**src/rtl/core/bvpp_pkg.sv**
```systemverilog
// shared types and constants of the buck voltage pid and pwm block
package bvpp_pkg;

   localparam int ADC_BITS  = 12;
   localparam int FRAC_BITS = 16;

   // field and register widths
   localparam int GAIN_W     = 24;
   localparam int VOLT_W     = 24;
   localparam int DUTY_W     = 23;
   localparam int PERIOD_W   = 32;
   localparam int ERR_W      = VOLT_W + 1;
   localparam int COEF_W     = GAIN_W + 2;
   localparam int DRIVE_W    = 40;
   localparam int ACC_W      = 53;
   localparam int VREF_W     = 18;
   localparam int MEAS_RAW_W = VOLT_W + 2;

   // shared multiplier operands and product
   localparam int MUL_A_W = PERIOD_W + 1;
   localparam int MUL_B_W = COEF_W;
   localparam int PROD_W  = MUL_A_W + MUL_B_W;

   // compare value: ((period+1)*duty >> (FRAC_BITS+2))/25 - 1, byte per step
   localparam int CMP_PROD_W = PERIOD_W + DUTY_W + 1;
   localparam int DIV_SHIFT  = FRAC_BITS + 2;
   localparam int DIV_CONST  = 25;
   localparam int DIV_REM_W  = 5;
   localparam int DIGIT_W    = 8;
   localparam int DIV_DIGITS = 5;
   localparam int DIV_W      = DIGIT_W * DIV_DIGITS;
   localparam int DIV_CNT_W  = 3;
   localparam int DIV_V_W    = DIV_REM_W + DIGIT_W;

   localparam logic [VREF_W-1:0] VREF_Q = VREF_W'(((33 << FRAC_BITS) + 5) / 10);

   // configuration port
   localparam int CSR_IDX_W  = 3;
   localparam int CSR_DATA_W = 32;

   localparam logic [CSR_IDX_W-1:0] REG_GAIN_P     = 3'd0;
   localparam logic [CSR_IDX_W-1:0] REG_GAIN_I     = 3'd1;
   localparam logic [CSR_IDX_W-1:0] REG_GAIN_D     = 3'd2;
   localparam logic [CSR_IDX_W-1:0] REG_SETPOINT   = 3'd3;
   localparam logic [CSR_IDX_W-1:0] REG_DIVIDER    = 3'd4;
   localparam logic [CSR_IDX_W-1:0] REG_DEBUG_EN   = 3'd5;
   localparam logic [CSR_IDX_W-1:0] REG_DEBUG_DUTY = 3'd6;
   localparam logic [CSR_IDX_W-1:0] REG_PERIOD     = 3'd7;

   localparam logic [GAIN_W-1:0]   RST_GAIN_P     = 24'd32768;
   localparam logic [GAIN_W-1:0]   RST_GAIN_I     = 24'd328;
   localparam logic [GAIN_W-1:0]   RST_GAIN_D     = 24'd0;
   localparam logic [VOLT_W-1:0]   RST_SETPOINT   = 24'd0;
   localparam logic [VOLT_W-1:0]   RST_DIVIDER    = 24'd776667;
   localparam logic [DUTY_W-1:0]   RST_DEBUG_DUTY = 23'd3276800;
   localparam logic [PERIOD_W-1:0] RST_PERIOD     = 32'd0;

   typedef struct packed {
      logic [GAIN_W-1:0]   gain_p;
      logic [GAIN_W-1:0]   gain_i;
      logic [GAIN_W-1:0]   gain_d;
      logic [VOLT_W-1:0]   setpoint_volts;
      logic [VOLT_W-1:0]   divider_ratio;
      logic                debug_enable;
      logic [DUTY_W-1:0]   debug_duty_pct;
      logic [PERIOD_W-1:0] timer_period;
   } cfg_type;

   typedef enum logic [2:0] {
      MUL_ADC,
      MUL_MEAS,
      MUL_E0,
      MUL_E1,
      MUL_E2,
      MUL_CMP
   } mul_sel_type;

   typedef struct packed {
      logic        load_in;
      logic        mul_en;
      mul_sel_type mul_sel;
      logic        meas_ld;
      logic        acc_clr;
      logic        acc_add;
      logic        drive_ld;
      logic        duty_ld;
      logic        div_load;
      logic        div_step;
      logic        out_ld;
   } cmd_type;

   typedef struct packed {
      logic div_last;
   } stat_type;

   typedef enum logic [3:0] {
      ST_IDLE,
      ST_MUL_ADC,
      ST_MUL_MEAS,
      ST_ERR,
      ST_MUL_E0,
      ST_MUL_E1,
      ST_MUL_E2,
      ST_ACC,
      ST_DRIVE,
      ST_DUTY,
      ST_MUL_CMP,
      ST_DIV_LOAD,
      ST_DIV,
      ST_FINISH
   } state_type;

endpackage

```
**src/rtl/core/bvpp_regs.sv**
```systemverilog
// configuration register file of the buck voltage pid and pwm block
module bvpp_regs import bvpp_pkg::*; (
   input  logic                  clock,
   input  logic                  reset,
   input  logic                  csr_wr_en,
   input  logic [CSR_IDX_W-1:0]  csr_index,
   input  logic [CSR_DATA_W-1:0] csr_wdata,
   output cfg_type               cfg
);

   cfg_type cfg_ff;
   cfg_type cfg_in;

   always_comb begin
      cfg_in = cfg_ff;
      if (csr_wr_en) begin
         unique case (csr_index)
            REG_GAIN_P:     cfg_in.gain_p         = csr_wdata[GAIN_W-1:0];
            REG_GAIN_I:     cfg_in.gain_i         = csr_wdata[GAIN_W-1:0];
            REG_GAIN_D:     cfg_in.gain_d         = csr_wdata[GAIN_W-1:0];
            REG_SETPOINT:   cfg_in.setpoint_volts = csr_wdata[VOLT_W-1:0];
            REG_DIVIDER:    cfg_in.divider_ratio  = csr_wdata[VOLT_W-1:0];
            REG_DEBUG_EN:   cfg_in.debug_enable   = csr_wdata[0];
            REG_DEBUG_DUTY: cfg_in.debug_duty_pct = csr_wdata[DUTY_W-1:0];
            REG_PERIOD:     cfg_in.timer_period   = csr_wdata[PERIOD_W-1:0];
            default: ;
         endcase
      end
   end

   always_ff @(posedge clock) begin
      if (reset) begin
         cfg_ff.gain_p         <= RST_GAIN_P;
         cfg_ff.gain_i         <= RST_GAIN_I;
         cfg_ff.gain_d         <= RST_GAIN_D;
         cfg_ff.setpoint_volts <= RST_SETPOINT;
         cfg_ff.divider_ratio  <= RST_DIVIDER;
         cfg_ff.debug_enable   <= 1'b0;
         cfg_ff.debug_duty_pct <= RST_DEBUG_DUTY;
         cfg_ff.timer_period   <= RST_PERIOD;
      end else begin
         cfg_ff <= cfg_in;
      end
   end

   assign cfg = cfg_ff;

endmodule

```
**config.mk**
```make
export PLATFORM = sky130hd
export DESIGN_NAME = bvpp_regs
export DESIGN_NICKNAME = d
export VERILOG_FILES = /design/src/rtl/core/bvpp_pkg.sv /design/src/rtl/core/bvpp_regs.sv
export SDC_FILE = /design/constraint.sdc
export NUM_CORES = 1
export LEC_CHECK = 0
export ABC_CLOCK_PERIOD_IN_PS = 1500
export BUFFER_PORTS_ARGS = -buffer_cell sky130_fd_sc_hd__clkbuf_2
export CORE_ASPECT_RATIO = 1.25
export CORE_MARGIN = 4
export CORE_UTILIZATION = 45
export DETAILED_ROUTE_END_ITERATION = 10
export PLACE_DENSITY = 0.68
export SYNTH_ARGS = -nofsm -noshare
export SYNTH_HDL_FRONTEND = slang
export SYNTH_SLANG_ARGS = --single-unit
```
**constraint.sdc**
```tcl
create_clock -name clock -period 1.5 [get_ports clock]
set_input_delay 0 -clock clock [delete_from_list [all_inputs] [get_ports clock]]
set_output_delay 0 -clock clock [all_outputs]
set_load 0.05 [all_outputs]
```
Yosys cells after proc, flatten, opt, wreduce, memory -nomap -nowiden --
Cells that the tools add are included.
Word-level totals: register bits 176, input port bits 38, output and inout bits 176, word-level logic and storage cells 24
Cells by class: eq/ne operators 7, reductions and logical operators 9
Operators by type and width (number):
- $reduce_and A2 Y1 | 8
- $eq A3 B3 Y1 const B | 4
- $eq A3 B2 Y1 const B | 2
- $eq A3 B1 Y1 const B | 1
- $logic_not A3 Y1 | 1

Logic depth before layout (Yosys ltp) --
depth in word-level cells 2, depth in mapped cells 5, depth with buffers taken out 2

Least setup slack after synthesis --
Ideal clock, no wire load.
path kind input port to flip-flop, start point input csr_index[0], end point register cfg_ff, in the netlist cfg[170], setup time 125 ps, arrival 916 ps, data required time 1375 ps, path slack 458 ps, cell stages on the path 4, path buffers 2, cell sequence or4b_4 buf_6 buf_12 mux2i_1
On the way: word-level cells in the longest chain between the ends 2
Ends and longest elaborated chain:
- from (decl) | RTL line bvpp_regs.sv:6 | input logic [CSR_IDX_W-1:0] csr_index,
- $logic_not A3 Y1 | RTL line bvpp_regs.sv:17 | unique case (csr_index)
- $reduce_and A2 Y1 (no source line)
- to (signal assigned) | RTL line bvpp_regs.sv:42 | cfg_ff <= cfg_in;
- to (decl) | RTL line bvpp_regs.sv:11 | cfg_type cfg_ff;
No other way between the ends. A chain may end at the register's enable or synchronous reset.

Final worst setup path --
start point register cfg_ff, in the netlist cfg[38], end point output cfg[38] (netlist bit)
RTL lines:
- to (decl) | RTL line bvpp_regs.sv:8 | output cfg_type cfg
No word-level cell between the ends.

==> metrics.md <==
| Metric | Value |
|---|---|
| Syn avg cell area | `around 11 um^2` |
| Clock latency on the worst-skew pair | `between 400 and 500 ps` |
| Initial DRC Count | `around 170` |
| CP Class | `register to output pin` |
| Setup violators final | `0` |
| DRT antenna net count | `0` |
| Tmin final | `1100 ps` |
| Detailed Place HPWL | `approximately 13 mm` |
| Pwr dens | `~1100 nW/um^2` |
| Nets@finish | `around 910` |
| Initial antenna violation count | `0` |
| Global Route Usage Sum | `a little over a fifth` |
| Via count | `approximately 5300` |
| Fill count | `between 1000 and 1500` |
| Area delta synth->final | `30.3%` |
| Vias in the first global route | `between 5000 and 6000` |
| Peak supply drop | `roughly 0.00067 V` |
| Hold Crit Depth | `3` |
| Setup Skew | `0 ps` |
| DIE WIDTH | `~120 um` |
| Core region area | `between 15000 and 20000 um^2` |
| WL met2 | `around 9 mm` |
| Hold endpoint | `cfg[90]$_SDFFE_PP0P_` |
| FF/Latch Area | `approximately 3500 um^2` |
| Relative slew slack | `between 60 and 70%` |
| Initial core utilization | `~46%` |
| Site Rows | `50` |
| CP top delay family | `flip-flops` |
| Max-cap violations | `0` |
| Final hold viol count | `0` |
| Data required, critical path | `~1500 ps` |
| Reg2Reg Capture Point | `cfg[162]$_SDFFE_PP0P_` |
| Die Area | `between 15000 and 20000 um^2` |
| Max Clock Freq | `between 900 and 1000 MHz` |
| Setup TNS | `0 ps` |
| Routed Wire Length | `18.3 mm` |
| Synth cell types | `18` |
| Finished Cell Area | `around 9000 um^2` |
| Top routing layer in use | `met4` |
| Postcts setup bufs | `0` |
| Metal3 WL | `slightly below 1 mm` |
| Largest net degree at the start of global routing | `roughly 40` |
| Asr flop ratio synth | `0%` |
| Synth area leader | `dfxtp_1` |
| Syn Inst Count | `roughly 640` |
| Number of flops mapped to enable cells by yosys | `0` |
| Count leader, synth | `nand2b_1` |
| DRC Markers | `0` |
| DIE HEIGHT | `roughly 150 um` |
| Primary FF master, synth | `dfxtp_1` |
| Clock Tree Root | `clkbuf_16` |
| Antenna diode count | `0` |
| Syn_nets | `676` |
| Htree depth | `4` |
| CP endpoint kind | `output pin` |
| Cell Area, Placed | `approximately 8300 um^2` |
| Crit path largest cell delay | `approximately 380 ps` |
| R2r startpoint | `cfg[162]$_SDFFE_PP0P_` |
| Post-CTS sizing | `0` |
| Synth top area share | `50.5%` |
| Routed WL per cell | `about 17 um` |
| First-pass GRT wire length | `29.8 mm` |
| CTS clk-pin slew, worst paths | `roughly 60 ps` |
| Clock buffer depth | `2` |
| Worst Hold Launch | `csr_wdata[10]` |
| I/O pin cnt | `between 200 and 250` |
| RSZ-0062 raised after global routing | `no` |
| HP Class | `input pin to register` |
| Crit-path cells | `clkbuf_2` |
| Max reg flops | `176` |
| Mapped cell area | `6970 um^2` |
| Worst R2R Path Depth | `2` |
| Setup crit start kind | `register` |
| Area of the multi-input gates | `approximately 3200 um^2` |
| Status | `finished clean` |
| CTS tree | `built` |
| RePlAce Congestion | `slightly below 0.8` |
| Clk sinks | `around 180` |
| Yosys Warn Count | `0` |
| Slowest cell on crit path | `dfxtp_1` |
| Drt pass-1 iters | `4` |
| Synth cell count leaders | `nand2b_1, dfxtp_1, mux2i_1` |
| Post-synthesis sequential area ratio | `between 50% and 60%` |
| GR Overflow Total | `0` |
| Largest fanout on the critical path | `2` |
| Lkg Pwr | `around 4.6 nW` |
| Tcrit/Tclk final | `between 70 and 80%` |
| Clock buffer count from CTS | `17` |
| Port Buffer Count | `around 210` |
| DRT met1 WL | `between 7 and 8 mm` |
| Buf+Inv Stages, Crit Path | `1` |
| Area contributors post-synth | `dfxtp_1, mux2i_1, nand2b_1, nor2_1, clkbuf_1` |
| R2r setup slk | `840 ps` |
| Via-to-Cell Ratio | `between 4 and 5` |
| Worst slew pin tran | `approximately 530 ps` |
| CTS hold repair buffers | `26` |
| Yosys reg bits | `176` |
| Layout cells sized above 1 | `a little under a third` |
| Max-slew violations | `0` |
| Worst EP arrival | `about 1100 ps` |
==> routing by layer <==
metal | up-vias | GRT usage [%]
met3 | 34 | 5.70
met2 | 158 | 37.1
met1 | 2528 | 25.2
met4 | 0 | 8.31
met5 | - | 0
li1 | 2572 | -
==> worst max path at each step <==
stage | startpoint | to | slack [ps] | cells past startpoint
floorplan | csr_index[0] | cfg[170]$_SDFFE_PP0P_ | 460 | 4
global placement | csr_index[2] | cfg[165]$_SDFFE_PP0P_ | 300 | 3
detailed placement | csr_index[2] | cfg[162]$_SDFFE_PP0P_ | 240 | 3
CTS | cfg[38]$_SDFFE_PP0P_ | cfg[38] | 400 | 1
global route | cfg[80]$_SDFFE_PP0P_ | cfg[80] | 360 | 1
finish | cfg[38]$_SDFFE_PP0P_ | cfg[38] | 400 | 1
==> cells in the final DEF, fill, tap and decap left out, types with 3 or more instances in the layout <==
master and count:
clkbuf_2 212, nand2b_1 187, mux2i_1 176, dfxtp_1 176, nor2_1 37, dlygate4sd3_1 26
buf_4 23, clkbuf_16 17, clkinv_2 5, buf_12 4, nand4b_1 3, clkbuf_1 3
==> final cells by class <==
class,count,area share (%)
well taps,208,2.86
clock inverters,7,0.441
clock buffers,22,5.11
multi-input cells,413,35.5
repair buffers,265,17.3
flip-flops and latches,176,38.8
==> logic make-up after synthesis <==
| family | after synthesis | share of synthesized area (%) |
|---|---|---|
| AND/OR/NAND/NOR | 237 | 20.6 |
| multiplexers | 176 | 25.3 |
| flip-flops | 176 | 50.5 |
| buffers and inverters | 49 | 3.57 |
==> through the flow <==
step	power [W]	worst slack, ps	cells	hold WS (ps)	util [%]
detailed placement	0.00600	236	1036	255	55.2
global placement	0.00598	303	1036	250	55.2
floorplan	0.00569	458	638	155	-
finish	0.00984	401	1091	28.8	60.3
global route	0.0102	360	1091	53.9	60.3
CTS	0.00990	398	1091	22.1	60.3
==> power breakdown <==
part	switching (W)	total, W	internal [W]
Clock	0.00173	0.00389	0.00216
Sequential	0.0000580	0.00484	0.00478
Combinational	0.000724	0.00111	0.000385
No activity file was read; power rests on OpenSTA's default activity.
