--- config.mk ---
export PLATFORM = sky130hd
export DESIGN_NAME = bvpp_dpath
export DESIGN_NICKNAME = d
export VERILOG_FILES = /design/src/rtl/core/bvpp_pkg.sv /design/src/rtl/core/bvpp_dpath.sv
export SDC_FILE = /design/constraint.sdc
export NUM_CORES = 2
export LEC_CHECK = 0
export BUFFER_PORTS_ARGS = -buffer_cell sky130_fd_sc_hd__buf_2
export CAP_MARGIN = 20
export CORE_MARGIN = 3
export CORE_UTILIZATION = 55
export DETAILED_ROUTE_END_ITERATION = 6
export HOLD_SLACK_MARGIN = 0.06
export PLACE_DENSITY = 0.81
export SYNTH_ARGS = -nofsm -noshare
export SYNTH_HDL_FRONTEND = slang
export SYNTH_SLANG_ARGS = --single-unit
--- constraint.sdc ---
create_clock -name clock -period 9.1 [get_ports clock]
set_input_delay 0.455 -clock clock [delete_from_list [all_inputs] [get_ports clock]]
set_output_delay 0.455 -clock clock [all_outputs]
set_load 0.01 [all_outputs]
--- src/rtl/core/bvpp_pkg.sv ---
// shared types and constants of the buck voltage pid and pwm block
package bvpp_pkg;

   localparam int ADC_BITS  = 12;
   localparam int FRAC_BITS = 16;

   // field and register widths
   localparam int GAIN_W     = 24;
   localparam int VOLT_W     = 24;
   localparam int DUTY_W     = 23;
   localparam int PERIOD_W   = 32;
   localparam int ERR_W      = VOLT_W + 1;
   localparam int COEF_W     = GAIN_W + 2;
   localparam int DRIVE_W    = 40;
   localparam int ACC_W      = 53;
   localparam int VREF_W     = 18;
   localparam int MEAS_RAW_W = VOLT_W + 2;

   // shared multiplier operands and product
   localparam int MUL_A_W = PERIOD_W + 1;
   localparam int MUL_B_W = COEF_W;
   localparam int PROD_W  = MUL_A_W + MUL_B_W;

   // compare value: ((period+1)*duty >> (FRAC_BITS+2))/25 - 1, byte per step
   localparam int CMP_PROD_W = PERIOD_W + DUTY_W + 1;
   localparam int DIV_SHIFT  = FRAC_BITS + 2;
   localparam int DIV_CONST  = 25;
   localparam int DIV_REM_W  = 5;
   localparam int DIGIT_W    = 8;
   localparam int DIV_DIGITS = 5;
   localparam int DIV_W      = DIGIT_W * DIV_DIGITS;
   localparam int DIV_CNT_W  = 3;
   localparam int DIV_V_W    = DIV_REM_W + DIGIT_W;

   localparam logic [VREF_W-1:0] VREF_Q = VREF_W'(((33 << FRAC_BITS) + 5) / 10);

   // configuration port
   localparam int CSR_IDX_W  = 3;
   localparam int CSR_DATA_W = 32;

   localparam logic [CSR_IDX_W-1:0] REG_GAIN_P     = 3'd0;
   localparam logic [CSR_IDX_W-1:0] REG_GAIN_I     = 3'd1;
   localparam logic [CSR_IDX_W-1:0] REG_GAIN_D     = 3'd2;
   localparam logic [CSR_IDX_W-1:0] REG_SETPOINT   = 3'd3;
   localparam logic [CSR_IDX_W-1:0] REG_DIVIDER    = 3'd4;
   localparam logic [CSR_IDX_W-1:0] REG_DEBUG_EN   = 3'd5;
   localparam logic [CSR_IDX_W-1:0] REG_DEBUG_DUTY = 3'd6;
   localparam logic [CSR_IDX_W-1:0] REG_PERIOD     = 3'd7;

   localparam logic [GAIN_W-1:0]   RST_GAIN_P     = 24'd32768;
   localparam logic [GAIN_W-1:0]   RST_GAIN_I     = 24'd328;
   localparam logic [GAIN_W-1:0]   RST_GAIN_D     = 24'd0;
   localparam logic [VOLT_W-1:0]   RST_SETPOINT   = 24'd0;
   localparam logic [VOLT_W-1:0]   RST_DIVIDER    = 24'd776667;
   localparam logic [DUTY_W-1:0]   RST_DEBUG_DUTY = 23'd3276800;
   localparam logic [PERIOD_W-1:0] RST_PERIOD     = 32'd0;

   typedef struct packed {
      logic [GAIN_W-1:0]   gain_p;
      logic [GAIN_W-1:0]   gain_i;
      logic [GAIN_W-1:0]   gain_d;
      logic [VOLT_W-1:0]   setpoint_volts;
      logic [VOLT_W-1:0]   divider_ratio;
      logic                debug_enable;
      logic [DUTY_W-1:0]   debug_duty_pct;
      logic [PERIOD_W-1:0] timer_period;
   } cfg_type;

   typedef enum logic [2:0] {
      MUL_ADC,
      MUL_MEAS,
      MUL_E0,
      MUL_E1,
      MUL_E2,
      MUL_CMP
   } mul_sel_type;

   typedef struct packed {
      logic        load_in;
      logic        mul_en;
      mul_sel_type mul_sel;
      logic        meas_ld;
      logic        acc_clr;
      logic        acc_add;
      logic        drive_ld;
      logic        duty_ld;
      logic        div_load;
      logic        div_step;
      logic        out_ld;
   } cmd_type;

   typedef struct packed {
      logic div_last;
   } stat_type;

   typedef enum logic [3:0] {
      ST_IDLE,
      ST_MUL_ADC,
      ST_MUL_MEAS,
      ST_ERR,
      ST_MUL_E0,
      ST_MUL_E1,
      ST_MUL_E2,
      ST_ACC,
      ST_DRIVE,
      ST_DUTY,
      ST_MUL_CMP,
      ST_DIV_LOAD,
      ST_DIV,
      ST_FINISH
   } state_type;

endpackage

--- src/rtl/core/bvpp_dpath.sv ---
// datapath: shared multiplier, pid history, duty clamp and byte-serial divide by 25
module bvpp_dpath import bvpp_pkg::*; (
   input  logic                clock,
   input  logic                reset,
   input  cfg_type             cfg,
   input  cmd_type             cmd,
   output stat_type            stat,
   input  logic [ADC_BITS-1:0] sample,
   output logic [VOLT_W-1:0]   measured_volts,
   output logic [DUTY_W-1:0]   duty_pct,
   output logic [PERIOD_W-1:0] compare_value
);

   localparam logic signed [DRIVE_W-1:0] DRIVE_MAX = {1'b0, {(DRIVE_W-1){1'b1}}};
   localparam logic signed [DRIVE_W-1:0] DRIVE_MIN = {1'b1, {(DRIVE_W-1){1'b0}}};
   localparam logic signed [DRIVE_W-1:0] DUTY_MAX_Q = DRIVE_W'(95 * (1 << FRAC_BITS));
   localparam logic signed [DRIVE_W-1:0] DUTY_MIN_Q = DRIVE_W'(1 << FRAC_BITS);
   localparam logic [DIV_V_W-1:0]        DIV_DVSR   = DIV_V_W'(DIV_CONST);

   // working registers
   logic [ADC_BITS-1:0]       sample_ff;
   logic signed [COEF_W-1:0]  a0_ff, a1_ff, a2_ff;
   logic signed [PROD_W-1:0]  prod_ff;
   logic [VOLT_W-1:0]         meas_ff;
   logic signed [ERR_W-1:0]   err_ff;
   logic signed [ACC_W-1:0]   acc_ff;
   logic signed [DRIVE_W-1:0] u_ff;
   logic [DUTY_W-1:0]         duty_ff;
   logic [DIV_W-1:0]          divx_ff;
   logic [DIV_REM_W-1:0]      rem_ff;
   logic [DIV_W-1:0]          quo_ff;
   logic [DIV_CNT_W-1:0]      cnt_ff;

   // pid history
   logic signed [ERR_W-1:0]   e1_ff, e2_ff;
   logic signed [DRIVE_W-1:0] drive_ff;

   // result word
   logic [VOLT_W-1:0]   meas_out_ff;
   logic [DUTY_W-1:0]   duty_out_ff;
   logic [PERIOD_W-1:0] cmp_out_ff;

   logic signed [COEF_W-1:0]  kp_ext, ki_ext, kd_ext;
   logic signed [MUL_A_W-1:0] mul_a;
   logic signed [MUL_B_W-1:0] mul_b;
   logic signed [PROD_W-1:0]  mul_out;
   logic [MEAS_RAW_W-1:0]     meas_raw;
   logic [VOLT_W-1:0]         meas_sat;
   logic signed [ERR_W-1:0]   err_in;
   logic signed [ACC_W-1:0]   acc_in;
   logic signed [DRIVE_W:0]   u_sum;
   logic signed [DRIVE_W-1:0] u_sat;
   logic [DUTY_W-1:0]         duty_in;
   logic [CMP_PROD_W-1:0]     cmp_prod;
   logic [DIV_V_W-1:0]        div_v;
   logic [DIGIT_W-1:0]        div_q;
   logic [DIV_W-1:0]          quo_m1;
   logic [PERIOD_W-1:0]       cmp_in;

   assign kp_ext = {{(COEF_W-GAIN_W){cfg.gain_p[GAIN_W-1]}}, cfg.gain_p};
   assign ki_ext = {{(COEF_W-GAIN_W){cfg.gain_i[GAIN_W-1]}}, cfg.gain_i};
   assign kd_ext = {{(COEF_W-GAIN_W){cfg.gain_d[GAIN_W-1]}}, cfg.gain_d};

   // operand select for the one shared multiplier
   always_comb begin
      mul_a = '0;
      mul_b = '0;
      case (cmd.mul_sel)
         MUL_ADC: begin
            mul_a = MUL_A_W'(sample_ff);
            mul_b = MUL_B_W'(VREF_Q);
         end
         MUL_MEAS: begin
            mul_a = MUL_A_W'(cfg.divider_ratio);
            mul_b = MUL_B_W'(prod_ff[ADC_BITS+VREF_W-1:ADC_BITS]);
         end
         MUL_E0: begin
            mul_a = {{(MUL_A_W-COEF_W){a0_ff[COEF_W-1]}}, a0_ff};
            mul_b = {{(MUL_B_W-ERR_W){err_ff[ERR_W-1]}}, err_ff};
         end
         MUL_E1: begin
            mul_a = {{(MUL_A_W-COEF_W){a1_ff[COEF_W-1]}}, a1_ff};
            mul_b = {{(MUL_B_W-ERR_W){e1_ff[ERR_W-1]}}, e1_ff};
         end
         MUL_E2: begin
            mul_a = {{(MUL_A_W-COEF_W){a2_ff[COEF_W-1]}}, a2_ff};
            mul_b = {{(MUL_B_W-ERR_W){e2_ff[ERR_W-1]}}, e2_ff};
         end
         MUL_CMP: begin
            mul_a = MUL_A_W'(cfg.timer_period);
            mul_b = MUL_B_W'(duty_ff);
         end
         default: ;
      endcase
   end

   assign mul_out = mul_a * mul_b;

   // measured volts and error
   assign meas_raw = prod_ff[FRAC_BITS+MEAS_RAW_W-1:FRAC_BITS];
   assign meas_sat = (|meas_raw[MEAS_RAW_W-1:VOLT_W]) ? {VOLT_W{1'b1}}
                                                       : meas_raw[VOLT_W-1:0];
   assign err_in   = $signed({1'b0, cfg.setpoint_volts}) - $signed({1'b0, meas_sat});

   assign acc_in = (cmd.acc_clr ? '0 : acc_ff) + $signed(prod_ff[ACC_W-1:0]);

   // floored sum plus previous drive, saturated to the history width
   assign u_sum = {{(DRIVE_W+1-(ACC_W-FRAC_BITS)){acc_ff[ACC_W-1]}},
                   acc_ff[ACC_W-1:FRAC_BITS]}
                + {drive_ff[DRIVE_W-1], drive_ff};
   assign u_sat = (u_sum[DRIVE_W] != u_sum[DRIVE_W-1])
                ? (u_sum[DRIVE_W] ? DRIVE_MIN : DRIVE_MAX)
                : u_sum[DRIVE_W-1:0];

   always_comb begin
      if (cfg.debug_enable) begin
         duty_in = cfg.debug_duty_pct;
      end else if (u_ff > DUTY_MAX_Q) begin
         duty_in = DUTY_MAX_Q[DUTY_W-1:0];
      end else if (u_ff < DUTY_MIN_Q) begin
         duty_in = DUTY_MIN_Q[DUTY_W-1:0];
      end else begin
         duty_in = u_ff[DUTY_W-1:0];
      end
   end

   // (period+1)*duty as period*duty + duty
   assign cmp_prod = prod_ff[CMP_PROD_W-1:0] + CMP_PROD_W'(duty_ff);

   // one quotient byte: restoring steps against 25 shifted
   always_comb begin
      div_v = {rem_ff, divx_ff[DIV_W-1 -: DIGIT_W]};
      div_q = '0;
      for (int k = DIGIT_W - 1; k >= 0; k--) begin
         if (div_v >= (DIV_DVSR << k)) begin
            div_v    = div_v - (DIV_DVSR << k);
            div_q[k] = 1'b1;
         end
      end
   end

   assign quo_m1 = quo_ff - DIV_W'(1);
   always_comb begin
      if (quo_ff == '0) begin
         cmp_in = '0;
      end else if (|quo_m1[DIV_W-1:PERIOD_W]) begin
         cmp_in = {PERIOD_W{1'b1}};
      end else begin
         cmp_in = quo_m1[PERIOD_W-1:0];
      end
   end

   always_ff @(posedge clock) begin
      if (cmd.load_in) begin
         sample_ff <= sample;
         a0_ff     <= kp_ext + ki_ext + kd_ext;
         a1_ff     <= -kp_ext - (kd_ext <<< 1);
         a2_ff     <= kd_ext;
      end
      if (cmd.mul_en) begin
         prod_ff <= mul_out;
      end
      if (cmd.meas_ld) begin
         meas_ff <= meas_sat;
         err_ff  <= err_in;
      end
      if (cmd.acc_clr || cmd.acc_add) begin
         acc_ff <= acc_in;
      end
      if (cmd.drive_ld) begin
         u_ff <= u_sat;
      end
      if (cmd.duty_ld) begin
         duty_ff <= duty_in;
      end
      if (cmd.div_load) begin
         divx_ff <= DIV_W'(cmp_prod[CMP_PROD_W-1:DIV_SHIFT]);
         rem_ff  <= '0;
         quo_ff  <= '0;
         cnt_ff  <= '0;
      end else if (cmd.div_step) begin
         divx_ff <= divx_ff << DIGIT_W;
         rem_ff  <= div_v[DIV_REM_W-1:0];
         quo_ff  <= {quo_ff[DIV_W-DIGIT_W-1:0], div_q};
         cnt_ff  <= cnt_ff + DIV_CNT_W'(1);
      end
      if (cmd.out_ld) begin
         meas_out_ff <= meas_ff;
         duty_out_ff <= duty_ff;
         cmp_out_ff  <= cmp_in;
      end
   end

   // history moves only on a pid step outside debug mode
   always_ff @(posedge clock) begin
      if (reset) begin
         e1_ff    <= '0;
         e2_ff    <= '0;
         drive_ff <= '0;
      end else if (cmd.drive_ld && !cfg.debug_enable) begin
         e2_ff    <= e1_ff;
         e1_ff    <= err_ff;
         drive_ff <= u_sat;
      end
   end

   assign stat.div_last  = (cnt_ff == DIV_CNT_W'(DIV_DIGITS - 1));
   assign measured_volts = meas_out_ff;
   assign duty_pct       = duty_out_ff;
   assign compare_value  = cmp_out_ff;

endmodule

# ---- After elaboration in Yosys (flattened, before gate mapping)
# Cells that the tools add are included.
dict set report totals {
  out_inout_bits 80
  register_bits 566
  wordCells 93
  inputBits 203
}
dict set report classes {
  reduce_logical 8
  magnitude_cmp 10
  muxes 28
  n_mul 1
  n_eq_ne 7
  add_sub_neg 18
}
# cell count
set op_table {}
lappend op_table {{$pmux W33 S6} 1}
lappend op_table {{$pmux W26 S6} 1}
lappend op_table {{$mux W13} 7}
lappend op_table {{$mux W40} 2}
lappend op_table {{$mux W38} 2}
lappend op_table {{$mux W23} 3}
lappend op_table {{$add A56 B23 Y56} 1}
lappend op_table {{$mul A33 B26 Y56} 1}
lappend op_table {{$add A53 B53 Y53} 1}
lappend op_table {{$mux W53} 1}
lappend op_table {{$add A37 B40 Y41} 1}
lappend op_table {{$gt A40 B24 Y1 const B} 1}
lappend op_table {{$logic_not A40 Y1} 1}
lappend op_table {{$lt A40 B18 Y1 const B} 1}
lappend op_table {{$sub A40 B1 Y40 const B} 1}
lappend op_table {{$mux W32} 1}
lappend op_table {{$add A25 B24 Y26} 1}
lappend op_table {{$neg A24 Y26} 1}
lappend op_table {{$sub A26 B25 Y26} 1}
lappend op_table {{$add A24 B24 Y25} 1}
lappend op_table {{$sub A24 B24 Y25} 1}
lappend op_table {{$mux W24} 1}
lappend op_table {{$ge A13 B10 Y1 const B} 1}
lappend op_table {{$ge A13 B11 Y1 const B} 1}
lappend op_table {{28 further kinds} 38}

# ---- Longest topological paths before layout
dict set report logic_depth {
  depth_word 16
  depth_mapped 44
  depth_no_buf 40
}

# ---- Worst setup path after synthesis
# No wires, ideal clock.
dict set report synth_timing {
  path_type {input to register}
  startpoint {input port cmd[8] in the netlist's numbering}
  endpoint {register prod_ff[54] (data pin)}
  path_buffers 4
  t_required_ns 8.842
  stages 37
  path_slack_ns -0.689
  arrival_ns 9.532
  setup_ns 0.258
  cell_sequence {clkbuf_1 -> nor3_1 -> clkbuf_1 -> a221o_1 -> clkbuf_1 -> buf_1 -> nand2_1 -> fa_1 -> inv_1 -> fa_1 -> fa_1 -> fa_1 -> fa_1 -> inv_1 -> fa_1 -> inv_1 -> fa_1 -> ha_1 -> o21a_1 -> o21ai_0 -> nand2b_1 -> a21oi_1 -> nor2_1 -> o21ai_0 -> a31oi_1 -> o41ai_1 -> o21ai_0 -> a41oi_1 -> a31oi_1 -> o31ai_1 -> o21ai_0 -> nor4_1 -> o31ai_1 -> o21ai_0 -> nand2b_1 -> a21oi_1 -> xnor2_1}
}
dict set report synth_between {
  elab_chain_len 3
  elab_cells_between_ends 9
  cone_classes {mul: 1; eq/ne: 5; mux: 2; reduce/logical: 1}
}
# element line_no
set synth_lines {}
lappend synth_lines {{start, declared} bvpp_dpath.sv:6} ;# input cmd_type cmd,
lappend synth_lines {{$eq A3 B3 Y1, or another cell as far along} bvpp_dpath.sv:68} ;# case (cmd.mul_sel)
lappend synth_lines {{$pmux W33 S6 / $pmux W26 S6 (equally long branches)} bvpp_dpath.sv:68}
lappend synth_lines {{$mul A33 B26 Y56 *} bvpp_dpath.sv:97} ;# assign mul_out = mul_a * mul_b;
lappend synth_lines {{net mul_out[54]} bvpp_dpath.sv:46} ;# logic signed [PROD_W-1:0] mul_out;
lappend synth_lines {{end signal, assigned} bvpp_dpath.sv:161} ;# prod_ff <= mul_out;
lappend synth_lines {{end, declared} bvpp_dpath.sv:23} ;# logic signed [PROD_W-1:0] prod_ff;
# The timed path passes the listed nets; every way through them passes the cells marked *.
# A chain may end at the register's enable or synchronous reset.

# ---- Final worst setup path
dict set report layout_timing {
  startpoint {register prod_ff[14]}
  endpoint {register prod_ff[55] (data pin)}
}
dict set report layout_between {
  elab_chain_len 2
}
# element line_no
set layout_lines {}
lappend layout_lines {{$pmux W26 S6} bvpp_dpath.sv:68}
lappend layout_lines {{$mul A33 B26 Y56} bvpp_dpath.sv:97}
lappend layout_lines {{net mul_out[55]} bvpp_dpath.sv:46}
# The timed path passes the listed nets, and every way through them passes these cells.

==> metrics.txt <==
drt pass-1 iters 7; Vias 50.7k; DP Area 0.0690 mm^2; crit-path most repeated cell fa_1; Final Skew 0.0450 ns; worst-margin pin slew 0.980 ns; cells after synthesis 6409; syn nets 7866; failing checks design-rule violations; Rows 121; vias in the first global route 52.2k; Vert. Die Dim 340 um; Buffers on Ports 282; largest net degree at the start of global routing 88; Yosys cell types 104; Post-Synthesis Cell Area 0.0613 mm^2; Tcrit/Tclk final 0.975; area grow syn2layout 16.9%; fmax 0.113 GHz; root buffer cell clkbuf_16; nets 8606; GRT Total Usage 0.334; worst hold path class in2reg; total clock sinks 566; post-layout instance count excluding filler cells 8686; Clock Pin Slew Worst Setup and Hold Paths 0.07 ns; vias per cell 5.84; core area 0.110 mm^2; register-to-register setup slack 0.23 ns; placed cell count 8514; initial antenna violation count 20; GRT overflow 0; final instance area 0.0717 mm^2; Routability Congestion 1.08; Ports 283; Max stage delay on crit path 0.55 ns; Yosys warning count 0; WP data arrival 9.31 ns; PnR worst setup slack 0.230 ns; WL final 195000 um; Setup crit start kind flip-flop; total of max-cap violations 0; count of flip-flops with a built-in enable after synthesis 426; routed wire length per instance 22.4 um; setup slack after placement -0.606 ns; CP max stage cell fa_1; Pins Over Slew Limit 0; DR iter-0 viols 4994; maximum clock insertion buffer count 3; post-DP HPWL 162000 um; min cycle time layout 8.87 ns; global-route wire length before repair 298000 um; final setup vio count 0; Primary FF master, synth edfxtp_1; share of cells above drive strength 1 0.159; full die area 0.116 mm^2; starting density of the core 0.559; Yosys reg bits 566; Mean Syn Cell Area 9.57 um^2; CP max FO 9; Crit. End Element flip-flop; DRC errors left 6; TritonCTS Buffers 59; CP required 9.54 ns; Slew headroom 0.340; outcome finished with violations; Post-DRT Antenna Nets 0; FFs w/ async S/R, synth 0; Setup CP Type reg2reg; htree depth 2; Fin. Hold Viols 0; post-synthesis sequential area ratio 0.254; Die X 340 um; TritonCTS clock tree done; Worst-Skew Late Latency 0.69 ns; filler instances 8440
[critical path: cells and delay by family, from the launching register on]
kind / cells / cell delay [ns]
buffers and inverters: 8 / 0.98
flip-flops: 1 / 0.37
adder cells (fa/ha/maj): 8 / 3.66
AND/OR/NAND/NOR: 6 / 1.42
AO/OA/AOI/OAI: 11 / 2.13
XOR/XNOR: 1 / 0.08
[logic make-up (layout without fill, tap and decap cells)]
group | count (synthesis) | after routing | share of synthesized area
and+or+nand+nor | 1978 | 1978 | 0.142
adders and majority gates | 1284 | 1284 | 0.368
buffers and inverters | 1263 | 2054 | 0.0776
AOI/OAI and AO/OA | 981 | 981 | 0.108
DFF | 566 | 566 | 0.254
xor gates and xnor gates | 257 | 257 | 0.0367
muxes | 80 | 80 | 0.0135
other | 0 | 10 | 0
[layout make-up]
type                       count  area [um^2]  area share
antenna                       10         25.0    0.000349
timing repair buffer         935         7080      0.0988
clock inverter                32          372     0.00518
tap                         1476         1850      0.0258
sequential                   566        15600       0.218
inverter                    1007         3780      0.0527
clock buffer                  80         1640      0.0229
multi-input combinational   4580        41300       0.577
[cells in the mapped netlist (17+ instances only)]
library cell,n,share of area
nor2b_1,93,0.0095
or2_2,21,0.0021
nand4_1,17,0.0017
a221oi_1,35,0.0050
and2_1,66,0.0067
nand2_1,915,0.056
or3_1,47,0.0048
buf_1,21,0.0013
nor2_1,538,0.033
and3_1,26,0.0027
ha_1,376,0.077
a21oi_1,290,0.024
a31oi_1,23,0.0023
o21ai_0,188,0.015
a21o_1,55,0.0067
inv_1,1007,0.062
mux2_2,20,0.0037
nor4_1,25,0.0026
maj3_1,30,0.0049
dfxtp_1,140,0.046
o21a_1,26,0.0032
nand2b_1,53,0.0054
edfxtp_1,426,0.21
o211ai_1,21,0.0026
mux2i_1,59,0.0096
nand3_1,73,0.0060
a211oi_1,33,0.0040
a22o_1,26,0.0037
nor3_1,56,0.0046
clkbuf_1,228,0.014
a221o_1,30,0.0049
xnor2_1,201,0.029
xor2_1,56,0.0080
fa_1,878,0.29
a22oi_1,65,0.0080
a21boi_0,35,0.0043
[cell usage in the layout (no fill, tap or decap), drive strengths merged, types with 35 or more instances in the layout]
cell type,n
a211oi,39
a21boi,36
a21o,55
a21oi,292
a221oi,35
a22oi,65
and2,68
buf,897
clkbuf,81
dfxtp,140
dlygate4sd3,37
edfxtp,426
fa,878
ha,376
inv,1009
mux2i,59
nand2,915
nand2b,53
nand3,73
nor2,539
nor2b,93
nor3,57
o21ai,204
or3,47
xnor2,201
xor2,56
[metal layers]
layer | global-route usage | part of all wire | vias up
li1 | - | - | 22400
met5 | 0 | 0.00052 | -
met2 | 0.541 | 0.46 | 2718
met4 | 0.187 | 0.067 | 16
met1 | 0.413 | 0.36 | 25000
met3 | 0.0796 | 0.11 | 665
[path summary, 6_finish.rpt]
kind                                   from                 end  depth (start not counted)
worst min-delay path                cfg[40]          duty_ff[8]                          2
worst max register to register  prod_ff[14]         prod_ff[55]                         34
worst max-delay path            prod_ff[14]         prod_ff[55]                         34
worst min register to register  meas_ff[22]  measured_volts[22]                          0
[state kept, by name, indices dropped and copies added, names as in the netlist]
register,flops
a0_ff,26
meas_ff,24
cnt_ff,3
err_ff,25
rem_ff,5
a1_ff,26
acc_ff,53
duty_ff,23
e1_ff,25
e2_ff,25
measured_volts,24
prod_ff,56
quo_ff,40
divx_ff,40
a2_ff,24
u_ff,40
compare_value,32
drive_ff,40
sample_ff,12
duty_pct,23
[metrics by stage]
stage	setup TNS (ns)	hold WS, ns	utilization
2_1_floorplan	0	0.400	-
3_3_place_gp	-1.31	0.402	0.629
3_5_place_dp	-2.11	0.405	0.629
4_1_cts	0	0.0640	0.650
5_1_grt	-0.0571	0.0810	0.653
6_report	0	0.0888	0.653
[timing repair]
action	in CTS	in global routing
resized for setup	0	39
buffers inserted	2	7
endpoints found under the hold margin	37	0
hold buffers	37	0
setup endpoints to repair	2	12
pin swaps	0	30
Power is not shown: default switching activity piles up to over one toggle a cycle in this logic, so the estimate is an artifact.
