[src/rtl/core/bvpp_pkg.sv]
// shared types and constants of the buck voltage pid and pwm block
package bvpp_pkg;

   localparam int ADC_BITS  = 12;
   localparam int FRAC_BITS = 16;

   // field and register widths
   localparam int GAIN_W     = 24;
   localparam int VOLT_W     = 24;
   localparam int DUTY_W     = 23;
   localparam int PERIOD_W   = 32;
   localparam int ERR_W      = VOLT_W + 1;
   localparam int COEF_W     = GAIN_W + 2;
   localparam int DRIVE_W    = 40;
   localparam int ACC_W      = 53;
   localparam int VREF_W     = 18;
   localparam int MEAS_RAW_W = VOLT_W + 2;

   // shared multiplier operands and product
   localparam int MUL_A_W = PERIOD_W + 1;
   localparam int MUL_B_W = COEF_W;
   localparam int PROD_W  = MUL_A_W + MUL_B_W;

   // compare value: ((period+1)*duty >> (FRAC_BITS+2))/25 - 1, byte per step
   localparam int CMP_PROD_W = PERIOD_W + DUTY_W + 1;
   localparam int DIV_SHIFT  = FRAC_BITS + 2;
   localparam int DIV_CONST  = 25;
   localparam int DIV_REM_W  = 5;
   localparam int DIGIT_W    = 8;
   localparam int DIV_DIGITS = 5;
   localparam int DIV_W      = DIGIT_W * DIV_DIGITS;
   localparam int DIV_CNT_W  = 3;
   localparam int DIV_V_W    = DIV_REM_W + DIGIT_W;

   localparam logic [VREF_W-1:0] VREF_Q = VREF_W'(((33 << FRAC_BITS) + 5) / 10);

   // configuration port
   localparam int CSR_IDX_W  = 3;
   localparam int CSR_DATA_W = 32;

   localparam logic [CSR_IDX_W-1:0] REG_GAIN_P     = 3'd0;
   localparam logic [CSR_IDX_W-1:0] REG_GAIN_I     = 3'd1;
   localparam logic [CSR_IDX_W-1:0] REG_GAIN_D     = 3'd2;
   localparam logic [CSR_IDX_W-1:0] REG_SETPOINT   = 3'd3;
   localparam logic [CSR_IDX_W-1:0] REG_DIVIDER    = 3'd4;
   localparam logic [CSR_IDX_W-1:0] REG_DEBUG_EN   = 3'd5;
   localparam logic [CSR_IDX_W-1:0] REG_DEBUG_DUTY = 3'd6;
   localparam logic [CSR_IDX_W-1:0] REG_PERIOD     = 3'd7;

   localparam logic [GAIN_W-1:0]   RST_GAIN_P     = 24'd32768;
   localparam logic [GAIN_W-1:0]   RST_GAIN_I     = 24'd328;
   localparam logic [GAIN_W-1:0]   RST_GAIN_D     = 24'd0;
   localparam logic [VOLT_W-1:0]   RST_SETPOINT   = 24'd0;
   localparam logic [VOLT_W-1:0]   RST_DIVIDER    = 24'd776667;
   localparam logic [DUTY_W-1:0]   RST_DEBUG_DUTY = 23'd3276800;
   localparam logic [PERIOD_W-1:0] RST_PERIOD     = 32'd0;

   typedef struct packed {
      logic [GAIN_W-1:0]   gain_p;
      logic [GAIN_W-1:0]   gain_i;
      logic [GAIN_W-1:0]   gain_d;
      logic [VOLT_W-1:0]   setpoint_volts;
      logic [VOLT_W-1:0]   divider_ratio;
      logic                debug_enable;
      logic [DUTY_W-1:0]   debug_duty_pct;
      logic [PERIOD_W-1:0] timer_period;
   } cfg_type;

   typedef enum logic [2:0] {
      MUL_ADC,
      MUL_MEAS,
      MUL_E0,
      MUL_E1,
      MUL_E2,
      MUL_CMP
   } mul_sel_type;

   typedef struct packed {
      logic        load_in;
      logic        mul_en;
      mul_sel_type mul_sel;
      logic        meas_ld;
      logic        acc_clr;
      logic        acc_add;
      logic        drive_ld;
      logic        duty_ld;
      logic        div_load;
      logic        div_step;
      logic        out_ld;
   } cmd_type;

   typedef struct packed {
      logic div_last;
   } stat_type;

   typedef enum logic [3:0] {
      ST_IDLE,
      ST_MUL_ADC,
      ST_MUL_MEAS,
      ST_ERR,
      ST_MUL_E0,
      ST_MUL_E1,
      ST_MUL_E2,
      ST_ACC,
      ST_DRIVE,
      ST_DUTY,
      ST_MUL_CMP,
      ST_DIV_LOAD,
      ST_DIV,
      ST_FINISH
   } state_type;

endpackage

[src/rtl/core/bvpp_ctrl.sv]
// controller: sequences the datapath steps and owns both handshakes
module bvpp_ctrl import bvpp_pkg::*; (
   input  logic     clock,
   input  logic     reset,
   input  logic     req_tvalid,
   output logic     req_tready,
   output logic     rsp_tvalid,
   input  logic     rsp_tready,
   input  stat_type stat,
   output cmd_type  cmd
);

   state_type state_ff, state_in;
   logic      out_valid_ff, out_valid_in;

   assign req_tready = (state_ff == ST_IDLE) && !reset;

   always_comb begin
      state_in = state_ff;
      cmd      = '0;
      unique case (state_ff)
         ST_IDLE: begin
            if (req_tvalid && req_tready) begin
               cmd.load_in = 1'b1;
               state_in    = ST_MUL_ADC;
            end
         end
         ST_MUL_ADC: begin
            cmd.mul_en  = 1'b1;
            cmd.mul_sel = MUL_ADC;
            state_in    = ST_MUL_MEAS;
         end
         ST_MUL_MEAS: begin
            cmd.mul_en  = 1'b1;
            cmd.mul_sel = MUL_MEAS;
            state_in    = ST_ERR;
         end
         ST_ERR: begin
            cmd.meas_ld = 1'b1;
            state_in    = ST_MUL_E0;
         end
         ST_MUL_E0: begin
            cmd.mul_en  = 1'b1;
            cmd.mul_sel = MUL_E0;
            state_in    = ST_MUL_E1;
         end
         ST_MUL_E1: begin
            cmd.mul_en  = 1'b1;
            cmd.mul_sel = MUL_E1;
            cmd.acc_clr = 1'b1;
            state_in    = ST_MUL_E2;
         end
         ST_MUL_E2: begin
            cmd.mul_en  = 1'b1;
            cmd.mul_sel = MUL_E2;
            cmd.acc_add = 1'b1;
            state_in    = ST_ACC;
         end
         ST_ACC: begin
            cmd.acc_add = 1'b1;
            state_in    = ST_DRIVE;
         end
         ST_DRIVE: begin
            cmd.drive_ld = 1'b1;
            state_in     = ST_DUTY;
         end
         ST_DUTY: begin
            cmd.duty_ld = 1'b1;
            state_in    = ST_MUL_CMP;
         end
         ST_MUL_CMP: begin
            cmd.mul_en  = 1'b1;
            cmd.mul_sel = MUL_CMP;
            state_in    = ST_DIV_LOAD;
         end
         ST_DIV_LOAD: begin
            cmd.div_load = 1'b1;
            state_in     = ST_DIV;
         end
         ST_DIV: begin
            cmd.div_step = 1'b1;
            if (stat.div_last) begin
               state_in = ST_FINISH;
            end
         end
         ST_FINISH: begin
            // wait here only while the previous word is still unclaimed
            if (!out_valid_ff || rsp_tready) begin
               cmd.out_ld = 1'b1;
               state_in   = ST_IDLE;
            end
         end
         default: state_in = ST_IDLE;
      endcase
   end

   always_comb begin
      if (cmd.out_ld) begin
         out_valid_in = 1'b1;
      end else if (rsp_tready) begin
         out_valid_in = 1'b0;
      end else begin
         out_valid_in = out_valid_ff;
      end
   end

   always_ff @(posedge clock) begin
      if (reset) begin
         state_ff     <= ST_IDLE;
         out_valid_ff <= 1'b0;
      end else begin
         state_ff     <= state_in;
         out_valid_ff <= out_valid_in;
      end
   end

   assign rsp_tvalid = out_valid_ff;

   a_accept_starts: assert property (@(posedge clock) disable iff (reset)
      (req_tvalid && req_tready) |=> (state_ff == ST_MUL_ADC))
      else $error("accepted word did not start the sequence");

   a_no_overwrite: assert property (@(posedge clock) disable iff (reset)
      cmd.out_ld |-> (!out_valid_ff || rsp_tready))
      else $error("result register loaded over an unclaimed word");

   a_load_shows: assert property (@(posedge clock) disable iff (reset)
      cmd.out_ld |=> rsp_tvalid)
      else $error("loaded result not presented");

   a_div_ends: assert property (@(posedge clock) disable iff (reset)
      ((state_ff == ST_DIV) && stat.div_last) |=> (state_ff == ST_FINISH))
      else $error("divide did not end after its last digit");

endmodule

[config.mk]
export PLATFORM = sky130hd
export DESIGN_NAME = bvpp_ctrl
export DESIGN_NICKNAME = d
export VERILOG_FILES = /design/src/rtl/core/bvpp_pkg.sv /design/src/rtl/core/bvpp_ctrl.sv
export SDC_FILE = /design/constraint.sdc
export NUM_CORES = 1
export LEC_CHECK = 0
export BUFFER_PORTS_ARGS = -buffer_cell sky130_fd_sc_hd__buf_2
export CORE_AREA = 2 2 39 41
export DETAILED_ROUTE_END_ITERATION = 8
export DIE_AREA = 0 0 41 43
export PLACE_DENSITY = 0.68
export SLEW_MARGIN = 20
export SYNTH_ARGS = -nofsm -noshare
export SYNTH_HDL_FRONTEND = slang
export SYNTH_SLANG_ARGS = --single-unit
[constraint.sdc]
create_clock -name clock -period 1.29 [get_ports clock]
set_input_delay 0.0645 -clock clock [delete_from_list [all_inputs] [get_ports clock]]
set_output_delay 0.0645 -clock clock [all_outputs]
set_load 0.02 [all_outputs]
==> Word level (Yosys, flattened, before mapping) <==
Cells that the tools add are included.
{ "totals": {"latch_bits": 0, "memories": 0, "romBits": 0, "out_inout_bits": 15, "ff_bits": 5, "ram_bits": 0} }
{ "op_classes": {"order_cmp": 0, "mux": 18, "eq_ne": 16, "bitwise": 0, "n_shift": 0, "reduce_logical": 9, "div": 0, "addsub": 0, "n_mul": 0} }
{ "op_table": {"columns": ["operator", "n"], "rows": [
  ["$pmux 4 s14", 1],
  ["$eq 4x4->1 const B", 6],
  ["$pmux 4 s6", 1],
  ["$eq 4x3->1 const B", 4],
  ["$mux 1", 13],
  ["$mux 4", 3],
  ["$eq 4x2->1 const B", 2],
  ["$eq 4x1->1 const B", 1],
  ["$logic_not 4->1", 1],
  ["$ne 2x2->1 const B", 2],
  ["$reduce_and 3->1", 1],
  ["$logic_and 1x1->1", 2],
  ["$logic_not 1->1", 2],
  ["$ne 2x1->1 const B", 1],
  ["$reduce_bool 2->1", 1],
  ["$reduce_or 2->1", 1],
  ["$logic_or 1x1->1", 1]
]} }

==> Depth between registers and ports, before layout <==
Gate-level depths: netlist of run 1.
{ "depth": {"ltp_word": 5, "ltp_mapped": 4} }

==> Worst setup path before layout of run 1 <==
OpenSTA, ideal clock, no wires.
{ "synth_timing": {"path_kind": "register to output", "start": "register state_ff[1]", "end": "output cmd[12] (netlist name)", "required_time_ps": 1226, "stages_incl_launch_ff": 5, "arrival_time_ps": 1399, "path_buffers": 1, "path_slack_ps": -173, "cell_sequence": "dfxtp_1 buf_6 or4_4 nor2_2 and2_1"} }
{ "synth_lines": {"columns": ["element", "line_no", "rtl"], "rows": [
  ["start, declared", "bvpp_ctrl.sv:13", "state_type state_ff, state_in;"],
  ["start signal, assigned", "bvpp_ctrl.sv:112", "state_ff <= state_in;"],
  ["end, declared", "bvpp_ctrl.sv:10", "output cmd_type cmd"]
]} }

==> out/metrics.cfg, run 1 <==
[status]
outcome = finished, violations left
violations = negative setup slack

[placed_design]
pre_cts_ws_ns = -0.0284
place_congestion = 0.758
io_buffers = 19
dp_hpwl_um = 651
placed_area_um2 = 505

[setup_path]
cp.required_ns = 1.23
slowest_delay_ns = 0.55
crit_fanout = 2
critPathTopFamily = simple AND/OR/NAND/NOR gates
worst-path-buf-inv = 1
worst_path_max_delay_cell = or4_4
endpoint_kind = output pin
crit_path_start_kind = register
path_cells = or4_4 > nor2_4 > and2_4 > buf_6
critPathKind = register to output pin
arrival_ns = 1.43

[grt]
grt_pass1_vias = 317
grt-ovfl-total = 0
grt_max_degree = 15
grt_use_total_pct = 11.2
antenna_found_initial = 0
grt_pass1_wl_um = 1390

[synthesis]
netlist_instances = 53
synth_top_area_share_pct = 25.8
synthesis.nets = 58
ys.warnings.count = 0
ys_types = 26
synth_seq_area_share_pct = 25.8
syn_area_per_cell_um2 = 7.32
synth_area_um2 = 388
ys_seq_elements = 5
synth_area_leaders = dfxtp_1 26%, nand2_1 6.8%, a21oi_1 5.2%
yosys.area.top_type = dfxtp_1

[drt]
avgViaCountPerCell = 4.67
drt_iter0_drc = 8
dr.pass1.iters = 2
ant_nets = 0
wire_per_inst_um = 11.1
drc_errors = 0
wl_um = 1070
vias = 448

[sta]
fmax_mhz = 668
skew_ns = 0.00293
slew_headroom_pct = 88.1
worst_pin_slew_ns = 0.179
finalHoldViolCount = 0
maxSlewViolCount = 0
setup_violations = 10
tns_ns = -0.999
period_minus_slack_ns = 1.50
rsz0062_at_grt = true
finalCritPeriodShare_pct = 116
worst_slack_ns = -0.208

[power_and_ir_drop]
vdd_ir_drop_max_uv = 377
seqPwrFrac_pct = 28.2
power.density_nw_per_um2 = 956
pwr-share-comb_pct = 43.7
power_switching_uw = 212
p_clk_share_pct = 28.0
p_leak_nw = 0.305
p_sw_share_pct = 33.4
intPower_uw = 421

[min_path]
hold_class = input pin to register

[clock_network]
cts_buffer_depth = 2
htreeDepth = 1
cts_tree = yes
ctsRootBufferMaster = clkbuf_4
clkSlewWorstSetupHoldPaths_ns = 0.04
cts.sinks = 5
insertion_delay_ns = 0.24
cts_made_buffers = 3

[die]
start_util_pct = 28.0
io_pins = 20
die-area_um2 = 1760
die_x_um = 41
fp-row-count = 14
core_area_um2 = 1380
die_y_um = 43

[final_layout]
drive_above_1_share_pct = 61.3
layout.nets = 86
diodes = 0
fin_area_um2 = 662
syn_to_final_growth_pct = 70.6

[flow_run]
drv_cap = 0

[through the flow]
| stage | hold WS (ns) | power (mW) | util, % | instances |
|---|---|---|---|---|
| floorplan | 0.134 | 0.325 | - | 53 |
| global placement | 0.319 | 0.369 | 36.5 | 87 |
| detailed placement | 0.316 | 0.373 | 36.5 | 87 |
| CTS | 0.0504 | 0.593 | 41.3 | 93 |
| global route | 0.0877 | 0.675 | 47.8 | 96 |
| finish | 0.0754 | 0.633 | 47.8 | 96 |
[metal layers]
layer  GRT usage (%)  routed length (um)  up-vias
li1                -                   -      235
met5               0                   0        -
met1            16.7                 468      198
met4            4.00                   0        0
met3            3.14                  67        0
met2            15.0                 529       15
[cell usage after synthesis (all sizes together)]
library cell	number
nor2b	2
or4	1
nor3	3
and2	1
mux2	1
inv	2
nand4b	1
o21ai	3
and3	2
or3	1
nand2b	1
xnor2	1
buf	5
or2	1
o32ai	1
a31oi	2
nand2	7
a21oi	4
o21bai	1
nor2	5
xor2	1
nor3b	2
dfxtp	5
[worst reg2reg max path: stages, from the launching register on]
cell,delay (ns)
dfxtp_2,0.31
or4_4,0.55
buf_4,0.16
buf_6,0.11
o21bai_4,0.16
o32ai_2,0.09
[repair_timing]
action                                  4_1_cts  5_1_grt
hold buffers                                  0        0
buffers inserted                              2        4
endpoints found under the setup margin        6       17
pin swaps                                     2        5
resized for setup                            10       17
[power groups by stage]
stage          combinational [mW]  clock [mW]  sequential, mW
2_1_floorplan               0.149           0           0.176
3_5_place_dp                0.193           0           0.180
3_3_place_gp                0.190           0           0.178
4_1_cts                     0.231       0.184           0.178
5_1_grt                     0.298       0.197           0.180
6_report                    0.277       0.178           0.179
[worst paths after layout]
path                                   from          end  slack [ns]  depth (start not counted)
worst max-delay path            state_ff[2]      cmd[12]       -0.21                          4
worst min-delay path                  reset  state_ff[1]        0.08                          2
worst max register to register  state_ff[2]  state_ff[0]       -0.20                          5
worst min register to register   rsp_tvalid   rsp_tvalid        0.51                          2
[cell usage in the layout (no fill, tap or decap), types with 2 or more instances in the layout]
cell type / instances
dfxtp_2: 2
buf_6: 5
nand2_1: 5
clkbuf_4: 3
o21ai_0: 2
nor3b_2: 2
nor3_1: 2
inv_1: 2
buf_2: 13
dfxtp_1: 2
buf_4: 10
and3_1: 2
nor2_1: 3
a31oi_1: 2
a21oi_1: 3
[flip-flops by register name, indices dropped and copies added, names as in the netlist]
| name | flops |
|---|---|
| state_ff | 4 |
| rsp_tvalid | 1 |
[kinds of logic (layout without fill, tap and decap cells)]
kind of cell | count (synthesis) | count (layout) | share of synthesized area (%)
xor gates and xnor gates | 2 | 2 | 4.52
AOI/OAI and AO/OA | 11 | 11 | 17.4
muxes | 1 | 1 | 2.90
buffers and inverters | 7 | 34 | 11.3
DFF | 5 | 5 | 25.8
and+or+nand+nor | 27 | 27 | 38.1
[area by class of cell]
class,instances,area [um^2]
fillers,136,722
multi-input cells,41,305
repair buffers,28,196
flip-flops and latches,5,106
clock buffers,4,26.3
well taps,16,20.0
inverters,2,7.51
(Power assumes the default switching activity.)
==> inputs of run 2 (changes only) <==
PLACE_DENSITY = 0.59   (was 0.68)
==> run 2 against run 1 <==
Effect of this change: the run still ends with negative setup slack left; sequential cell count unchanged; clock power about the same; clock skew hardly changed; worst hold slack better by 0.013 ns; worst setup slack improved by 0.0015 ns; critical path type is now register to register; highest routed layer unchanged.
==> out/metrics.cfg, run 2 (synthesized netlist as in run 1, its figures left out) <==
[drt]
ant_nets = 0
drt_iter0_drc = 7
wire_per_inst_um = 11.4
avgViaCountPerCell = 4.90
wl_um = 1170
vias = 505
dr.pass1.iters = 3
drc_errors = 0

[grt]
grt_use_total_pct = 14.8
grt_pass1_wl_um = 1790
grt_max_degree = 15
grt_pass1_vias = 400
antenna_found_initial = 0
grt-ovfl-total = 0

[setup_path]
path_cells = or4_4 > buf_4 > buf_6 > o21bai_4 > o32ai_1
reg2reg_slack_ns = -0.21
critPathKind = register to register
reg2regPathDepth = 5
worst_path_max_delay_cell = or4_4
cp.required_ns = 1.41
arrival_ns = 1.62
crit_path_start_kind = register
crit_path_start = state_ff[2]
r2r_start = state_ff[2]
slowest_delay_ns = 0.55
endpoint_kind = register
crit_fanout = 3
crit_end = state_ff[0]
r2r-end = state_ff[0]

[die]
start_util_pct = 28.0
die_y_um = 43
die-area_um2 = 1760
io_pins = 20
fp-row-count = 14
die_x_um = 41
core_area_um2 = 1380

[final_layout]
largest-register = state_ff
diodes = 0
largest_register_ffs = 4
multi_input_area_um2 = 303
final_cell_mix = 15 x buf_4, 12 x buf_2, 8 x buf_6, 5 x nand2_1, 4 x a21oi_1
layout.nets = 93
regArea_um2 = 106
layout_commonest_cell = buf_4
syn_to_final_growth_pct = 89.0
fin_util_pct = 53.0
drive_above_1_share_pct = 65.5
final.fill_count = 137

[sta]
finalHoldWorstSlack_ns = 0.0880
fmax_mhz = 668
period_minus_slack_ns = 1.50
finalHoldViolCount = 0
maxSlewViolCount = 0
finalCritPeriodShare_pct = 116
worst_slack_ns = -0.206
setup_violations = 8
skew_ns = 0.00314
worst_pin_slew_ns = 0.230
slew_headroom_pct = 84.6
rsz0062_at_grt = true

[clock_network]
cts_buffer_depth = 2
cts_tree = yes
cts_made_buffers = 3
cts.sinks = 5
htreeDepth = 1
clkSlewWorstSetupHoldPaths_ns = 0.04
insertion_delay_ns = 0.24
ctsRootBufferMaster = clkbuf_4

[status]
outcome = finished, violations left
violations = negative setup slack

[power_and_ir_drop]
power.density_nw_per_um2 = 940
vdd_ir_drop_max_uv = 290
p_leak_nw = 0.342

[flow_run]
drv_cap = 0

[placed_design]
dp_hpwl_um = 700
place_congestion = 0.761
io_buffers = 19

[min_path]
hold_class = input pin to register

-- run 2: repair_timing --
| action | in CTS | in global routing |
|---|---|---|
| pin swaps | 4 | 7 |
| setup buffers | 1 | 8 |
| resized for setup | 18 | 19 |
| setup endpoints to repair | 11 | 15 |
| hold buffers | 0 | 0 |
| endpoints found under the hold margin | 0 | 0 |
| cloned | 1 | 0 |
-- run 2: worst min path at each step --
stage                from          end  slack (ns)  cells past startpoint
finish              reset  state_ff[1]        0.09                      2
global route        reset  state_ff[1]        0.09                      2
CTS                 reset  state_ff[1]        0.07                      2
detailed placement  reset  state_ff[1]        0.33                      2
global placement    reset  state_ff[1]        0.33                      2
floorplan           reset   rsp_tvalid        0.13                      1
-- run 2: layout make-up --
| class | instances | area share, % |
|---|---|---|
| Timing Repair Buffer | 35 | 35.8 |
| Tap cell | 16 | 2.73 |
| Clock buffer | 4 | 3.58 |
| Sequential cell | 5 | 14.5 |
| Multi-Input combinational cell | 41 | 41.3 |
| Inverter | 2 | 2.05 |
-- run 2: through the flow --
| step | cells | cell area, um^2 | worst slack, ns | power, mW | TNS (ns) |
|---|---|---|---|---|---|
| 2_1_floorplan | 53 | 397 | -0.0298 | 0.325 | -0.0298 |
| 3_3_place_gp | 89 | 520 | -0.00487 | 0.378 | -0.00487 |
| 3_5_place_dp | 89 | 520 | -0.0198 | 0.381 | -0.0198 |
| 4_1_cts | 95 | 623 | -0.216 | 0.606 | -0.655 |
| 5_1_grt | 103 | 733 | -0.253 | 0.736 | -1.58 |
| 6_report | 103 | 733 | -0.206 | 0.689 | -0.952 |
-- run 2: metal layers --
layer	global-route usage (%)	routed length, um	up-vias
li1	-	-	252
met4	6.00	0	0
met2	22.5	608	15
met3	3.14	58	0
met1	19.4	507	238
met5	0	0	-
-- run 2: critical path: cells and delay by family, from the launching register on --
kind            cells  cell delay [ns]
flops               1             0.31
compound gates      2             0.26
buf+inv             2             0.26
simple gates        1             0.55
-- run 2: power by group --
| group | switching [mW] | total, mW | internal, mW |
|---|---|---|---|
| Combinational | 0.151 | 0.331 | 0.179 |
| Clock | 0.0623 | 0.179 | 0.117 |
| Sequential | 0.0112 | 0.179 | 0.168 |
| Total | 0.225 | 0.689 | 0.464 |
==> inputs of run 3 (changes only) <==
==> constraint.sdc (replaced) <==
create_clock -name clock -period 1.29 [get_ports clock]
set_input_delay 0.129 -clock clock [delete_from_list [all_inputs] [get_ports clock]]
set_output_delay 0.129 -clock clock [all_outputs]
set_load 0.02 [all_outputs]
==> run 3 against run 2 <==
Effect of this change: the flow still finishes with violations (negative setup slack); global-route usage down 1.1 points; worst setup slack worse by 0.070 ns; sequential cell count is the same; via count up 0.40%; largest power group unchanged; highest routed layer is now met4.
==> out/metrics.cfg, run 3 (synthesized netlist as in run 1, its figures left out) <==
[min_path]
worstHoldPathCells = 2
hold_class = input pin to register

[sta]
rsz0062_at_grt = true
finalHoldViolCount = 0
setup_violations = 13
maxSlewViolCount = 0
finalCritPeriodShare_pct = 121
worst_slack_ns = -0.276
slew_headroom_pct = 87.1
period_minus_slack_ns = 1.57
worst_pin_slew_ns = 0.193
skew_ns = 0.00146
fmax_mhz = 639

[drt]
wl_um = 1130
avgViaCountPerCell = 4.83
vias = 507
ant_nets = 0
dr.pass1.iters = 3
drc_errors = 0
wire_per_inst_um = 10.7
drt_iter0_drc = 3

[status]
violations = negative setup slack
outcome = finished, violations left

[placed_design]
dp_hpwl_um = 699
place_inst = 90
placed_area_um2 = 528
place_congestion = 0.761
io_buffers = 19

[die]
core_area_um2 = 1380
die_x_um = 41
io_pins = 20
die_y_um = 43
start_util_pct = 28.0
die-area_um2 = 1760
fp-row-count = 14

[clock_network]
cts_tree = yes
clkSlewWorstSetupHoldPaths_ns = 0.04
cts.sinks = 5
ctsRootBufferMaster = clkbuf_4
htreeDepth = 1
cts_made_buffers = 3
insertion_delay_ns = 0.24
cts_buffer_depth = 2

[power_and_ir_drop]
total_power_uw = 686
p_leak_nw = 0.361
power.density_nw_per_um2 = 849
vdd_ir_drop_max_uv = 317

[grt]
grt_max_degree = 15
grt_pass1_vias = 421
grt_pass1_wl_um = 1650
antenna_found_initial = 0
grt-ovfl-total = 0
grt_use_total_pct = 13.7

[final_layout]
fin_util_pct = 58.3
largest-register = state_ff
layout.nets = 95
layout_commonest_cell = buf_4
fin_cells = 105
final.fill_count = 122
fin_area_um2 = 807
final_cell_mix = 16 x buf_4, 13 x buf_6, 7 x buf_2, 5 x nand2_1
largest_register_ffs = 4
drive_above_1_share_pct = 71.9
diodes = 0
syn_to_final_growth_pct = 108

[setup_path]
slowest_delay_ns = 0.55
arrival_ns = 1.44
reg2regPathDepth = 4
cp.required_ns = 1.16
crit_path_start_kind = register
path_cells = or4_4 > nor2_4 > and2_4 > buf_6
critPathKind = register to output pin
crit_fanout = 2
worst_path_max_delay_cell = or4_4
endpoint_kind = output pin

[flow_run]
drv_cap = 0

-- run 3: worst paths after layout --
| check | startpoint | end | slack [ns] |
|---|---|---|---|
| max | state_ff[0] | cmd[12] | -0.28 |
| min | reset | state_ff[1] | 0.13 |
| max reg2reg | state_ff[0] | state_ff[0] | -0.07 |
| min reg2reg | rsp_tvalid | rsp_tvalid | 0.51 |
-- run 3: through the flow --
stage               TNS (ns)  hold WS [ns]  setup slack (ns)
finish                 -1.06         0.134            -0.276
global route           -1.95         0.138            -0.327
CTS                    -1.06         0.133            -0.276
detailed placement   -0.0896         0.395           -0.0896
global placement     -0.0711         0.392           -0.0711
floorplan            -0.0943         0.198           -0.0943
-- run 3: layout make-up --
class                   instances  area [um^2]  area share [%]
inverters                       2         12.5            1.55
flip-flops and latches          5          108            13.3
multi-input cells              41          324            40.2
repair buffers                 37          317            39.2
clock buffers                   4         26.3            3.26
well taps                      16         20.0            2.48
-- run 3: where the power goes --
group	switching [mW]	leakage [nW]	internal (mW)
logic	0.150	0.303	0.180
registers	0.0103	0.0427	0.169
clock network	0.0598	0.0150	0.117
total	0.220	0.361	0.465
-- run 3: layer usage --
metal | global-route usage, % | part of all wire (%) | routed length (um) | vias to the layer above
met5 | 0 | 0 | 0 | -
met4 | 8.00 | 0.98 | 11 | 0
met3 | 3.14 | 3.4 | 38 | 2
met2 | 22.2 | 56 | 630 | 13
met1 | 15.3 | 39 | 444 | 238
li1 | - | - | - | 254
-- run 3: critical path, delay by kind of cell, from the launching register on --
kind	cells	cell delay, ns
and+or+nand+nor	3	0.79
DFF	1	0.31
buffers and inverters	1	0.11
-- run 3: repair_timing --
action,CTS,global route
setup endpoints to repair,12,16
gates resized for setup,38,17
gates cloned,0,0
buffers inserted,4,7
pin swaps,7,5
hold buffers,0,0
hold endpoints to repair,0,0
